[config.mk]
export PLATFORM = sky130hd
export DESIGN_NAME = primality_test_64_unit
export DESIGN_NICKNAME = d
export VERILOG_FILES = /design/src/design/pt64_pkg.sv /design/src/design/pt64_modmul.sv /design/src/design/primality_test_64_unit.sv
export SDC_FILE = /design/constraint.sdc
export NUM_CORES = 2
export LEC_CHECK = 0
export ABC_AREA = 1
export BUFFER_PORTS_ARGS = -buffer_cell sky130_fd_sc_hd__buf_2
export CAP_MARGIN = 0
export CORE_ASPECT_RATIO = 0.9
export CORE_MARGIN = 2
export CORE_UTILIZATION = 45
export DETAILED_ROUTE_END_ITERATION = 10
export PLACE_DENSITY_LB_ADDON = 0.08
export SYNTH_ARGS = -nofsm -noshare
export SYNTH_HDL_FRONTEND = slang
export SYNTH_SLANG_ARGS = --single-unit
export TNS_END_PERCENT = 10
[constraint.sdc]
create_clock -name clk_i -period 18.36 [get_ports clk_i]
set_input_delay 0.918 -clock clk_i [delete_from_list [all_inputs] [get_ports clk_i]]
set_output_delay 0.918 -clock clk_i [all_outputs]
set_load 0.1 [all_outputs]
[src/design/pt64_pkg.sv]
// pt64_pkg: types and constants for the 64-bit primality test unit.
// Used by pt64_modmul and primality_test_64_unit.
package pt64_pkg;

  localparam int unsigned WordWidth  = 64;
  localparam int unsigned NumSmall   = 12;
  localparam int unsigned NumBases   = 7;
  localparam int unsigned SmallWidth = 6;

  typedef logic [WordWidth-1:0] word_t;

  typedef enum logic [4:0] {
    S_IDLE,
    S_TRIAL,
    S_SCREEN,
    S_DECOMP,
    S_BASE,
    S_MUL,
    S_RED_DONE,
    S_POW,
    S_POW_SQ_DONE,
    S_POW_MUL_DONE,
    S_CHECK,
    S_SQ,
    S_SQ_DONE,
    S_NEXT,
    S_FINISH
  } pt_state_e;

  typedef enum logic {
    MM_DBL,
    MM_ADD
  } mm_phase_e;

  typedef struct packed {
    logic  start;
    word_t x;
    word_t y;
    word_t m;
  } mm_req_t;

  typedef struct packed {
    logic  done;
    word_t result;
  } mm_rsp_t;

  function automatic logic [SmallWidth-1:0] small_prime(input logic [3:0] idx);
    logic [SmallWidth-1:0] p;
    case (idx)
      4'd0:    p = 6'd2;
      4'd1:    p = 6'd3;
      4'd2:    p = 6'd5;
      4'd3:    p = 6'd7;
      4'd4:    p = 6'd11;
      4'd5:    p = 6'd13;
      4'd6:    p = 6'd17;
      4'd7:    p = 6'd19;
      4'd8:    p = 6'd23;
      4'd9:    p = 6'd29;
      4'd10:   p = 6'd31;
      4'd11:   p = 6'd37;
      default: p = 6'd2;
    endcase
    return p;
  endfunction

  function automatic word_t mr_base(input logic [2:0] idx);
    word_t b;
    case (idx)
      3'd0:    b = 64'd2;
      3'd1:    b = 64'd325;
      3'd2:    b = 64'd9375;
      3'd3:    b = 64'd28178;
      3'd4:    b = 64'd450775;
      3'd5:    b = 64'd9780504;
      3'd6:    b = 64'd1795265022;
      default: b = 64'd2;
    endcase
    return b;
  endfunction

endpackage

[src/design/pt64_modmul.sv]
// pt64_modmul: bit-serial (x * y) mod m by doubling and conditional adding.
// Depends on pt64_pkg. Operands must satisfy x < m; m > 1.
module pt64_modmul (
  input  logic             clk_i,
  input  logic             rst_ni,
  input  pt64_pkg::mm_req_t req_i,
  output pt64_pkg::mm_rsp_t rsp_o
);

  pt64_pkg::word_t   acc_q, acc_d, x_q, y_q, m_q;
  logic [5:0]        bit_q, bit_d;
  pt64_pkg::mm_phase_e phase_q, phase_d;
  logic              busy_q, busy_d, done_q, done_d;
  pt64_pkg::word_t   addend, room;
  logic              advance;

  // one modular add per cycle: acc + addend mod m, both below m
  always_comb begin
    addend = (phase_q == pt64_pkg::MM_ADD) ? x_q : acc_q;
    room   = m_q - addend;
    acc_d  = (acc_q >= room) ? (acc_q - room) : (acc_q + addend);
  end

  always_comb begin
    bit_d   = bit_q;
    phase_d = phase_q;
    busy_d  = busy_q;
    done_d  = 1'b0;
    advance = 1'b0;
    if (busy_q) begin
      case (phase_q)
        pt64_pkg::MM_DBL: begin
          if (y_q[bit_q]) phase_d = pt64_pkg::MM_ADD;
          else            advance = 1'b1;
        end
        pt64_pkg::MM_ADD: advance = 1'b1;
        default:          advance = 1'b1;
      endcase
      if (advance) begin
        phase_d = pt64_pkg::MM_DBL;
        if (bit_q == 6'd0) begin
          busy_d = 1'b0;
          done_d = 1'b1;
        end else begin
          bit_d = bit_q - 6'd1;
        end
      end
    end else if (req_i.start) begin
      busy_d  = 1'b1;
      bit_d   = 6'd63;
      phase_d = pt64_pkg::MM_DBL;
    end
  end

  always_ff @(posedge clk_i or negedge rst_ni) begin
    if (!rst_ni) begin
      busy_q  <= 1'b0;
      done_q  <= 1'b0;
      bit_q   <= 6'd0;
      phase_q <= pt64_pkg::MM_DBL;
    end else begin
      busy_q  <= busy_d;
      done_q  <= done_d;
      bit_q   <= bit_d;
      phase_q <= phase_d;
    end
  end

  always_ff @(posedge clk_i) begin
    if (!busy_q && req_i.start) begin
      acc_q <= '0;
      x_q   <= req_i.x;
      y_q   <= req_i.y;
      m_q   <= req_i.m;
    end else if (busy_q) begin
      acc_q <= acc_d;
    end
  end

  assign rsp_o.done   = done_q;
  assign rsp_o.result = acc_q;

endmodule

[src/design/primality_test_64_unit.sv]
// primality_test_64_unit: deterministic 64-bit primality test (trial division
// by 2..37, then strong-probable-prime rounds for seven fixed bases).
// Depends on pt64_pkg and pt64_modmul.
//
//   channel | signals                                   | direction
//   input   | in_valid_i, in_ready_o, candidate_value_i | one candidate per transfer
//   output  | out_valid_o, out_ready_i, prime_flag_o    | one flag per transfer
//
// Steps: trial division (twelve remainder lanes in parallel), stripping powers
// of two from n-1, then per base one reduction, 64 squarings plus up to 64
// multiplies and up to s-1 further squarings, each product done in the shared
// bit-serial modular multiplier. Small-factor candidates skip the base rounds.
// Reset clears the sequencer and output valid. in_ready_o is high only while
// idle; a finished flag waits in the sequencer until the output slot is free.
module primality_test_64_unit (
  input  logic                  clk_i,
  input  logic                  rst_ni,
  input  logic                  in_valid_i,
  output logic                  in_ready_o,
  input  logic [63:0]           candidate_value_i,
  output logic                  out_valid_o,
  input  logic                  out_ready_i,
  output logic                  prime_flag_o
);

  pt64_pkg::pt_state_e state_q, state_d, ret_q, ret_d;
  pt64_pkg::word_t     n_q, d_q, d_d, x_q, x_d, a_q, a_d, n_minus1;
  logic [pt64_pkg::SmallWidth-1:0] rem_q [pt64_pkg::NumSmall];
  logic [pt64_pkg::SmallWidth-1:0] rem_d [pt64_pkg::NumSmall];
  logic [5:0]          cnt_q, cnt_d, s_q, s_d, r_q, r_d;
  logic [2:0]          bi_q, bi_d;
  logic                res_q, res_d;
  logic                out_valid_q, out_valid_d, flag_q, flag_d;
  logic                hit;
  logic [pt64_pkg::SmallWidth-1:0] hit_p;
  logic [pt64_pkg::SmallWidth:0]   twice;
  pt64_pkg::mm_req_t   mm_req;
  pt64_pkg::mm_rsp_t   mm_rsp;

  pt64_modmul u_modmul (
    .clk_i  (clk_i),
    .rst_ni (rst_ni),
    .req_i  (mm_req),
    .rsp_o  (mm_rsp)
  );

  assign n_minus1 = n_q - 64'd1;

  always_comb begin
    state_d     = state_q;
    ret_d       = ret_q;
    d_d         = d_q;
    x_d         = x_q;
    a_d         = a_q;
    cnt_d       = cnt_q;
    s_d         = s_q;
    r_d         = r_q;
    bi_d        = bi_q;
    res_d       = res_q;
    out_valid_d = out_valid_q;
    flag_d      = flag_q;
    mm_req      = '{start: 1'b0, x: x_q, y: x_q, m: n_q};
    hit         = 1'b0;
    hit_p       = '0;
    twice       = '0;
    for (int i = 0; i < pt64_pkg::NumSmall; i++) rem_d[i] = rem_q[i];

    // drop the result once the consumer takes it
    if (out_valid_q && out_ready_i) out_valid_d = 1'b0;

    // first small prime in list order that divides n
    for (int i = pt64_pkg::NumSmall - 1; i >= 0; i--) begin
      if (rem_q[i] == '0) begin
        hit   = 1'b1;
        hit_p = pt64_pkg::small_prime(4'(i));
      end
    end

    case (state_q)
      pt64_pkg::S_IDLE: begin
        if (in_valid_i) begin
          for (int i = 0; i < pt64_pkg::NumSmall; i++) rem_d[i] = '0;
          cnt_d   = 6'd63;
          state_d = pt64_pkg::S_TRIAL;
        end
      end
      // one bit of n per cycle into every remainder lane, MSB first
      pt64_pkg::S_TRIAL: begin
        for (int i = 0; i < pt64_pkg::NumSmall; i++) begin
          twice = {rem_q[i], n_q[cnt_q]};
          if (twice >= {1'b0, pt64_pkg::small_prime(4'(i))})
            twice = twice - {1'b0, pt64_pkg::small_prime(4'(i))};
          rem_d[i] = twice[pt64_pkg::SmallWidth-1:0];
        end
        if (cnt_q == 6'd0) state_d = pt64_pkg::S_SCREEN;
        else               cnt_d   = cnt_q - 6'd1;
      end
      pt64_pkg::S_SCREEN: begin
        if (n_q < 64'd2) begin
          res_d   = 1'b0;
          state_d = pt64_pkg::S_FINISH;
        end else if (hit) begin
          res_d   = (n_q == {58'd0, hit_p});
          state_d = pt64_pkg::S_FINISH;
        end else begin
          d_d     = n_minus1;
          s_d     = 6'd0;
          state_d = pt64_pkg::S_DECOMP;
        end
      end
      // n-1 = d * 2^s, one shift per cycle
      pt64_pkg::S_DECOMP: begin
        if (!d_q[0]) begin
          d_d = {1'b0, d_q[63:1]};
          s_d = s_q + 6'd1;
        end else begin
          bi_d    = 3'd0;
          state_d = pt64_pkg::S_BASE;
        end
      end
      // base mod n as 1 * base mod n
      pt64_pkg::S_BASE: begin
        mm_req  = '{start: 1'b1, x: 64'd1, y: pt64_pkg::mr_base(bi_q), m: n_q};
        ret_d   = pt64_pkg::S_RED_DONE;
        state_d = pt64_pkg::S_MUL;
      end
      // hold until the shared multiplier finishes, then return
      pt64_pkg::S_MUL: begin
        if (mm_rsp.done) begin
          x_d     = mm_rsp.result;
          state_d = ret_q;
        end
      end
      pt64_pkg::S_RED_DONE: begin
        a_d = x_q;
        if (x_q == '0) begin
          state_d = pt64_pkg::S_NEXT;
        end else begin
          x_d     = 64'd1;
          cnt_d   = 6'd63;
          state_d = pt64_pkg::S_POW;
        end
      end
      // left-to-right square and multiply over the bits of d
      pt64_pkg::S_POW: begin
        mm_req  = '{start: 1'b1, x: x_q, y: x_q, m: n_q};
        ret_d   = pt64_pkg::S_POW_SQ_DONE;
        state_d = pt64_pkg::S_MUL;
      end
      pt64_pkg::S_POW_SQ_DONE: begin
        if (d_q[cnt_q]) begin
          mm_req  = '{start: 1'b1, x: a_q, y: x_q, m: n_q};
          ret_d   = pt64_pkg::S_POW_MUL_DONE;
          state_d = pt64_pkg::S_MUL;
        end else begin
          state_d = pt64_pkg::S_POW_MUL_DONE;
        end
      end
      pt64_pkg::S_POW_MUL_DONE: begin
        if (cnt_q == 6'd0) begin
          state_d = pt64_pkg::S_CHECK;
        end else begin
          cnt_d   = cnt_q - 6'd1;
          state_d = pt64_pkg::S_POW;
        end
      end
      pt64_pkg::S_CHECK: begin
        r_d = 6'd1;
        if (x_q == 64'd1 || x_q == n_minus1) state_d = pt64_pkg::S_NEXT;
        else                                 state_d = pt64_pkg::S_SQ;
      end
      pt64_pkg::S_SQ: begin
        if (r_q < s_q) begin
          mm_req  = '{start: 1'b1, x: x_q, y: x_q, m: n_q};
          ret_d   = pt64_pkg::S_SQ_DONE;
          state_d = pt64_pkg::S_MUL;
        end else begin
          res_d   = 1'b0;
          state_d = pt64_pkg::S_FINISH;
        end
      end
      pt64_pkg::S_SQ_DONE: begin
        if (x_q == n_minus1) begin
          state_d = pt64_pkg::S_NEXT;
        end else begin
          r_d     = r_q + 6'd1;
          state_d = pt64_pkg::S_SQ;
        end
      end
      pt64_pkg::S_NEXT: begin
        if (bi_q == 3'(pt64_pkg::NumBases - 1)) begin
          res_d   = 1'b1;
          state_d = pt64_pkg::S_FINISH;
        end else begin
          bi_d    = bi_q + 3'd1;
          state_d = pt64_pkg::S_BASE;
        end
      end
      // advance the flag into the output slot once it is free
      pt64_pkg::S_FINISH: begin
        if (!out_valid_q || out_ready_i) begin
          out_valid_d = 1'b1;
          flag_d      = res_q;
          state_d     = pt64_pkg::S_IDLE;
        end
      end
      default: state_d = pt64_pkg::S_IDLE;
    endcase
  end

  always_ff @(posedge clk_i or negedge rst_ni) begin
    if (!rst_ni) begin
      state_q     <= pt64_pkg::S_IDLE;
      ret_q       <= pt64_pkg::S_IDLE;
      out_valid_q <= 1'b0;
    end else begin
      state_q     <= state_d;
      ret_q       <= ret_d;
      out_valid_q <= out_valid_d;
    end
  end

  always_ff @(posedge clk_i) begin
    if (state_q == pt64_pkg::S_IDLE && in_valid_i) n_q <= candidate_value_i;
    d_q    <= d_d;
    x_q    <= x_d;
    a_q    <= a_d;
    cnt_q  <= cnt_d;
    s_q    <= s_d;
    r_q    <= r_d;
    bi_q   <= bi_d;
    res_q  <= res_d;
    flag_q <= flag_d;
    for (int i = 0; i < pt64_pkg::NumSmall; i++) rem_q[i] <= rem_d[i];
  end

  assign in_ready_o   = (state_q == pt64_pkg::S_IDLE);
  assign out_valid_o  = out_valid_q;
  assign prime_flag_o = flag_q;

endmodule

**Yosys cells after proc, flatten, opt, wreduce, memory -nomap -nowiden**

Memory sizes are Yosys's and may differ from the RTL's.
Index checks and enable logic that the tools add are counted.

- Output and inout port bits: 3
- Memories kept: 1
- RAM bits: 72
- Input port bits: 68
- Register bits after elaboration: 555
- Logic and storage cells: 299

Memory list:

| name | words | bits a word | rd ports | clocked after memory_dff | write ports | RTL line | source |
|---|---|---|---|---|---|---|---|
| rem_q | 12 | 6 | 12 | 0 | 12 | primality_test_64_unit.sv:28 | `logic [pt64_pkg::SmallWidth-1:0] rem_q [pt64_pkg::NumSmall];` |

- Add/sub/neg operators: 21
- Muxes and demuxes: 151
- Reductions and logical operators: 44
- Bitwise logic cells: 1
- Equality and inequality tests: 42
- Order comparisons: 17

Operators with widths:

| kind | number |
|---|---|
| $pmux W193 S4 | 1 |
| $mux W64 | 7 |
| $mux W6 | 71 |
| $mux W193 | 2 |
| $pmux W64 S2 | 2 |
| $pmux W31 S6 | 1 |
| $pmux W72 S2 | 1 |
| $sub A64 B64 Y64 | 2 |
| $ge A7 B6 Y1 | 12 |
| $logic_not A6 Y1 | 14 |
| $mux W72 | 1 |
| $sub A6 B6 Y6 | 12 |
| $pmux W5 S14 | 1 |
| $add A64 B64 Y64 | 1 |
| $eq A64 B1 Y1 const B | 1 |
| $eq A64 B6 Y1 | 1 |
| $eq A64 B64 Y1 | 1 |
| $ge A64 B64 Y1 | 1 |
| $logic_not A64 Y1 | 1 |
| $lt A64 B2 Y1 const B | 1 |
| $sub A64 B1 Y64 const B | 1 |
| $mux W1 | 36 |
| $eq A5 B4 Y1 const B | 7 |
| $mux W5 | 7 |
| 36 further kinds | 91 |

**Logic depth before layout (Yosys ltp)**

An unclocked memory read counts as a cell.

- Depth in word-level cells: 18
- Gate-level depth with buffers: 37

**Modules after synthesis**

A second synthesis with hierarchy kept.

- Cell total of the unflattened synthesis: 7,302
- Area, all modules: 49,190.9 µm²

By module, submodules not included:

| module | area an instance (µm²) | cells each | times used |
|---|---|---|---|
| pt64_modmul | 27,142.3 | 4,471 | 1 |
| primality_test_64_unit | 22,048.6 | 2,831 | 1 |

**Worst setup path before layout**

No wires, ideal clock.

- Path kind: register -> register
- Start: reg state_q[0] (netlist name)
- End: mem rem_q[0][0] (netlist name) (enable)
- Stages on the path, launching flop included: 6
- Path buffers: 0
- Library setup time: 0.603 ns
- Arrival time: 7.294 ns
- Setup slack: 10.463 ns
- Path through: dfrtp_1 nor2_1 inv_1 nor2_1 inv_1 o21ai_0

RTL lines:

| item | RTL line |
|---|---|
| end: declaration | primality_test_64_unit.sv:28 |

**Worst setup path in the final report**

- Start: reg u_modmul.phase_q
- End: reg u_modmul.acc_q[48]

- Cells in the longest elaborated chain, start to end: 4

RTL lines:

| item | RTL line | source |
|---|---|---|
| start: declaration | pt64_modmul.sv:12 | `pt64_pkg::mm_phase_e phase_q, phase_d;` |
| start signal: assignment | pt64_modmul.sv:60 | `phase_q <= pt64_pkg::MM_DBL;` |
| start signal: assignment | pt64_modmul.sv:65 | `phase_q <= phase_d;` |
| $mux W64 * | pt64_modmul.sv:19 | `addend = (phase_q == pt64_pkg::MM_ADD) ? x_q : acc_q;` |
| $sub A64 B64 Y64 | pt64_modmul.sv:20 | `room = m_q - addend;` |
| $sub A64 B64 Y64 / $ge A64 B64 Y1 (equally long branches) | pt64_modmul.sv:21 | `acc_d = (acc_q >= room) ? (acc_q - room) : (acc_q + addend);` |
| $mux W64 * | pt64_modmul.sv:21 |  |
| end signal: assignment | pt64_modmul.sv:71 | `acc_q <= '0;` |
| end signal: assignment | pt64_modmul.sv:76 | `acc_q <= acc_d;` |
| end: declaration | pt64_modmul.sv:10 | `pt64_pkg::word_t acc_q, acc_d, x_q, y_q, m_q;` |

Mark *: on every way between the ends. The rest lies on a longest branch, timed or not.
A chain may end at the register's enable or synchronous reset.

==> impl_metrics.tcl <==
set metrics [dict create \
    layout-area-overhead-vs-synth_pct 9.83 \
    cp_data_arrival_time_ns 8.92 \
    p_seq_frac 0.490 \
    clockPowerShare 0.507 \
    setup_violations 0 \
    synth_top_family_by_area "simple AND/OR/NAND/NOR gates" \
    first_pass_iters 6 \
    chip_height_um 303 \
    r2r-start "u_modmul.phase_q" \
    critical_path.max_stage_delay_ns 0.95 \
    cts_hold_buffers 0 \
    die_area_mm2 0.102 \
    synthAdderAreaFrac 0.0635 \
    multiInputGateArea_mm2 0.0230 \
    drt-wirelength-per-cell_um 24.2 \
    crit_path_start "u_modmul.phase_q" \
    max-clock-path-buffers 3 \
    placement.setup.worst_slack_ns 10.13 \
    detail_route.wirelength_um 179000 \
    synth.cell_area_mm2 0.0447 \
    tritoncts "built" \
    rsz0062_at_grt "false" \
    first_iter_violations 4553 \
    hpwl_um 143000 \
    r2r.worst_path.cells 28 \
    post_cts.resized_instances 0 \
    synth_edf_count 543 \
    post-route-drc-count 0 \
    synthesis.instances 5927 \
    post-route-period-util 0.455 \
    holdCritPathClass "in2async" \
    combPwrFrac 0.003 \
    status "finished, final reports clean" \
    worst_ep_required_time_ns 18.94 \
    sw_frac_of_total 0.217 \
    layout.core_utilization 0.499 \
    syn_avg_cell_area_um2 7.53 \
    synth_cell_type_count 66 \
    ys_ff_latch 625 \
    rows 109 \
    min_period_ns 8.35 \
    critical_path.most_common_cell "a21oi_1" \
    gr-usage-met2 0.511 \
    worst_clock_skew_ns 0.0524 \
    route.detailed.vias_per_inst 5.75 \
    grt_first_pass_wirelength_um 261000 \
    timing_hold_violations_final 0 \
    slack_of_the_critical_path_ns 10.01 \
    max_clock_freq_mhz 120 \
    synth-main-ff-cell "edfxtp_1" \
    htreeDepth 3 \
    cellLeakagePower_uw 0.0211 \
    worst-setup-path-type "reg2reg" \
    synth_simple_gate_area_share 0.246 \
    cts_post_setup_buffers_inserted 0 \
    gr-max-usage-layer "met1" \
    slew_viol_final 0 \
    initial_core_util 0.454 \
    grt_util_met3 0.0704 \
    endpoint_kind "register" \
    yosysWarningCount 0 \
    peakVddDrop_mv 0.0973 \
    worst_slew_margin_rel 0.287 \
    clk-insertion-delay-late_ns 0.68 \
    largest_net_degree_at_the_start_of_global_routing 86 \
    core-area_mm2 0.0983 \
    first_global_vias 39388 \
    gp_routability_congestion 1.03 \
    detailroute.via_count 42449 \
    global_route.usage.met1 0.511 \
    ioPinCount 71 \
    postSynthNetCount 6220 \
    maxCapViolCount 0 \
    reg2reg_to "u_modmul.acc_q[48]" \
    synth_sequential_area_ratio 0.404 \
    async_flop_share 0.0288 \
    area.sequential_mm2 0.0180 \
    p_per_area_mw_per_mm2 63.4 \
    post_synth_mux_area_share 0.000224 \
    postRouteAntennaNets 0 \
    timing.critical_path.slowest_stage_cell "inv_2" \
    nFillCells 9821 \
    clock-root-buffer "clkbuf_16" \
    globalRouteTotalUtil 0.347 \
    power_report.internal_total_uw 2430 \
    io_buffer_count 70 \
    nets 6285 \
    r2r_slack_ns 10.01 \
    cts_inserted_buffers 75 \
    switchingPower_uw 676 \
    timing.setup.tns_ns 0 \
    cts_sinks 625 \
    cp_max_fo 66 \
    layout-drive-gt1-share 0.0631 \
    worst_pin_slew_ns 1.06 \
    clk_transition_reported_paths_ns 0.06 \
    worst_setup_path_start_kind "register" \
    synth_compound_area_frac 0.164 \
    die_w_um 336 \
    synthXorXnorAreaFrac 0.0414 \
    critPathCapture "u_modmul.acc_q[48]" \
    gr-total-overflow 0 \
    antenna_found_initial 5 \
]
[stage by stage]
stage / power, uW / std cells / hold WS [ns] / area, um2
final: 3110 / 7385 / 0.291 / 49000
after global routing: 3180 / 7384 / 0.298 / 49000
after CTS: 3130 / 7384 / 0.280 / 49000
after detailed placement: 1560 / 7247 / 0.444 / 46500
after global placement: 1560 / 7247 / 0.429 / 46500
after floorplan: 1550 / 5927 / 0.400 / 44700
[worst max-delay path: cells and delay by family (launching register included)]
family,cells,cell delay [ns]
AO/OA/AOI/OAI,15,3.74
AND/OR/NAND/NOR,6,1.20
XOR/XNOR,1,0.35
adder cells (fa/ha/maj),2,0.72
flip-flops,1,0.32
buffers and inverters,4,1.78
[cells by family after synthesis]
| kind of cell | Yosys count |
|---|---|
| muxes | 1 |
| xor gates and xnor gates | 203 |
| AOI/OAI and AO/OA | 1321 |
| adders and majority gates | 225 |
| buffers and inverters | 930 |
| DFF | 625 |
| and+or+nand+nor | 2622 |
[layer usage]
metal	share of wire	routed length (um)
met1	0.45	80700
met2	0.42	74700
met3	0.098	17500
met4	0.033	5880
met5	0.000073	13
[flip-flops by register name (all words and copies together) (netlist names), 3 cells and up]
signal and flops:
u_modmul.y_q 64, d_q 64, a_q 64, u_modmul.m_q 64
ret_q 4, rem_q 72, s_q 6, x_q 64
bi_q 3, u_modmul.x_q 64, u_modmul.bit_q 6, u_modmul.acc_q 64
n_q 64, cnt_q 6, r_q 6, state_q 4
[cell usage in the layout (no fill, tap or decap), types with 27 or more instances in the layout]
cell type / n
clkbuf_16: 75
xnor2_1: 74
nor2_1: 842
o211ai_1: 34
o21bai_1: 27
o21ai_0: 542
nor3_1: 58
nand2_1: 1183
nor4_1: 38
ha_1: 222
dfxtp_1: 64
a21oi_1: 460
xor2_1: 124
edfxtp_1: 543
buf_2: 70
o21ai_1: 46
or2_2: 78
buf_4: 54
inv_1: 779
o22ai_1: 29
nand3_1: 304
nand4_1: 57
a31oi_1: 65
[final cells by class]
class | count | area share
sequential | 625 | 0.368
antenna | 1 | 0.0000510
tap | 1332 | 0.0340
timing repair buffer | 124 | 0.0154
inverter | 794 | 0.0608
multi-input combinational | 4372 | 0.470
clock inverter | 49 | 0.0123
clock buffer | 88 | 0.0399
[worst min-delay path by stage]
stage	slack, ns	cells past startpoint	start	to
final	0.29	1	rst_ni	ret_q[1]
after global routing	0.30	1	rst_ni	ret_q[1]
after CTS	0.28	1	rst_ni	ret_q[1]
after detailed placement	0.44	0	x_q[48]	a_q[48]
after global placement	0.43	0	x_q[48]	a_q[48]
after floorplan	0.40	0	res_q	prime_flag_o
[power by group through the flow]
stage	clock network, uW	logic (uW)	registers [uW]
6_report	1580	8.80	1520
5_1_grt	1650	9.61	1520
4_1_cts	1600	8.96	1520
3_5_place_dp	0	8.88	1550
3_3_place_gp	0	8.78	1550
2_1_floorplan	0	0.0727	1550
[synthesized netlist by cell type, types with 8 or more instances]
master,n,area (um2)
a21boi_0,12,90.1
a21o_1,24,180
a21oi_1,460,2300
a31oi_1,65,407
and3_1,8,50.1
buf_1,12,45.0
buf_2,31,155
buf_4,13,97.6
buf_6,10,113
clkbuf_1,70,263
dfrtp_1,18,450
dfxtp_1,64,1280
edfxtp_1,543,16300
ha_1,222,2780
inv_1,781,2930
inv_2,9,33.8
nand2_1,1184,4440
nand3_1,305,1530
nand4_1,57,357
nor2_1,848,3180
nor2_2,9,56.3
nor2_4,9,101
nor3_1,58,290
nor4_1,38,238
o211ai_1,34,255
o21a_1,16,120
o21ai_0,543,2720
o21ai_1,46,230
o21bai_1,27,203
o221ai_1,10,87.6
o22ai_1,29,181
or2_2,78,488
xnor2_1,74,648
xor2_1,124,1090
(Power assumes the default switching activity.)
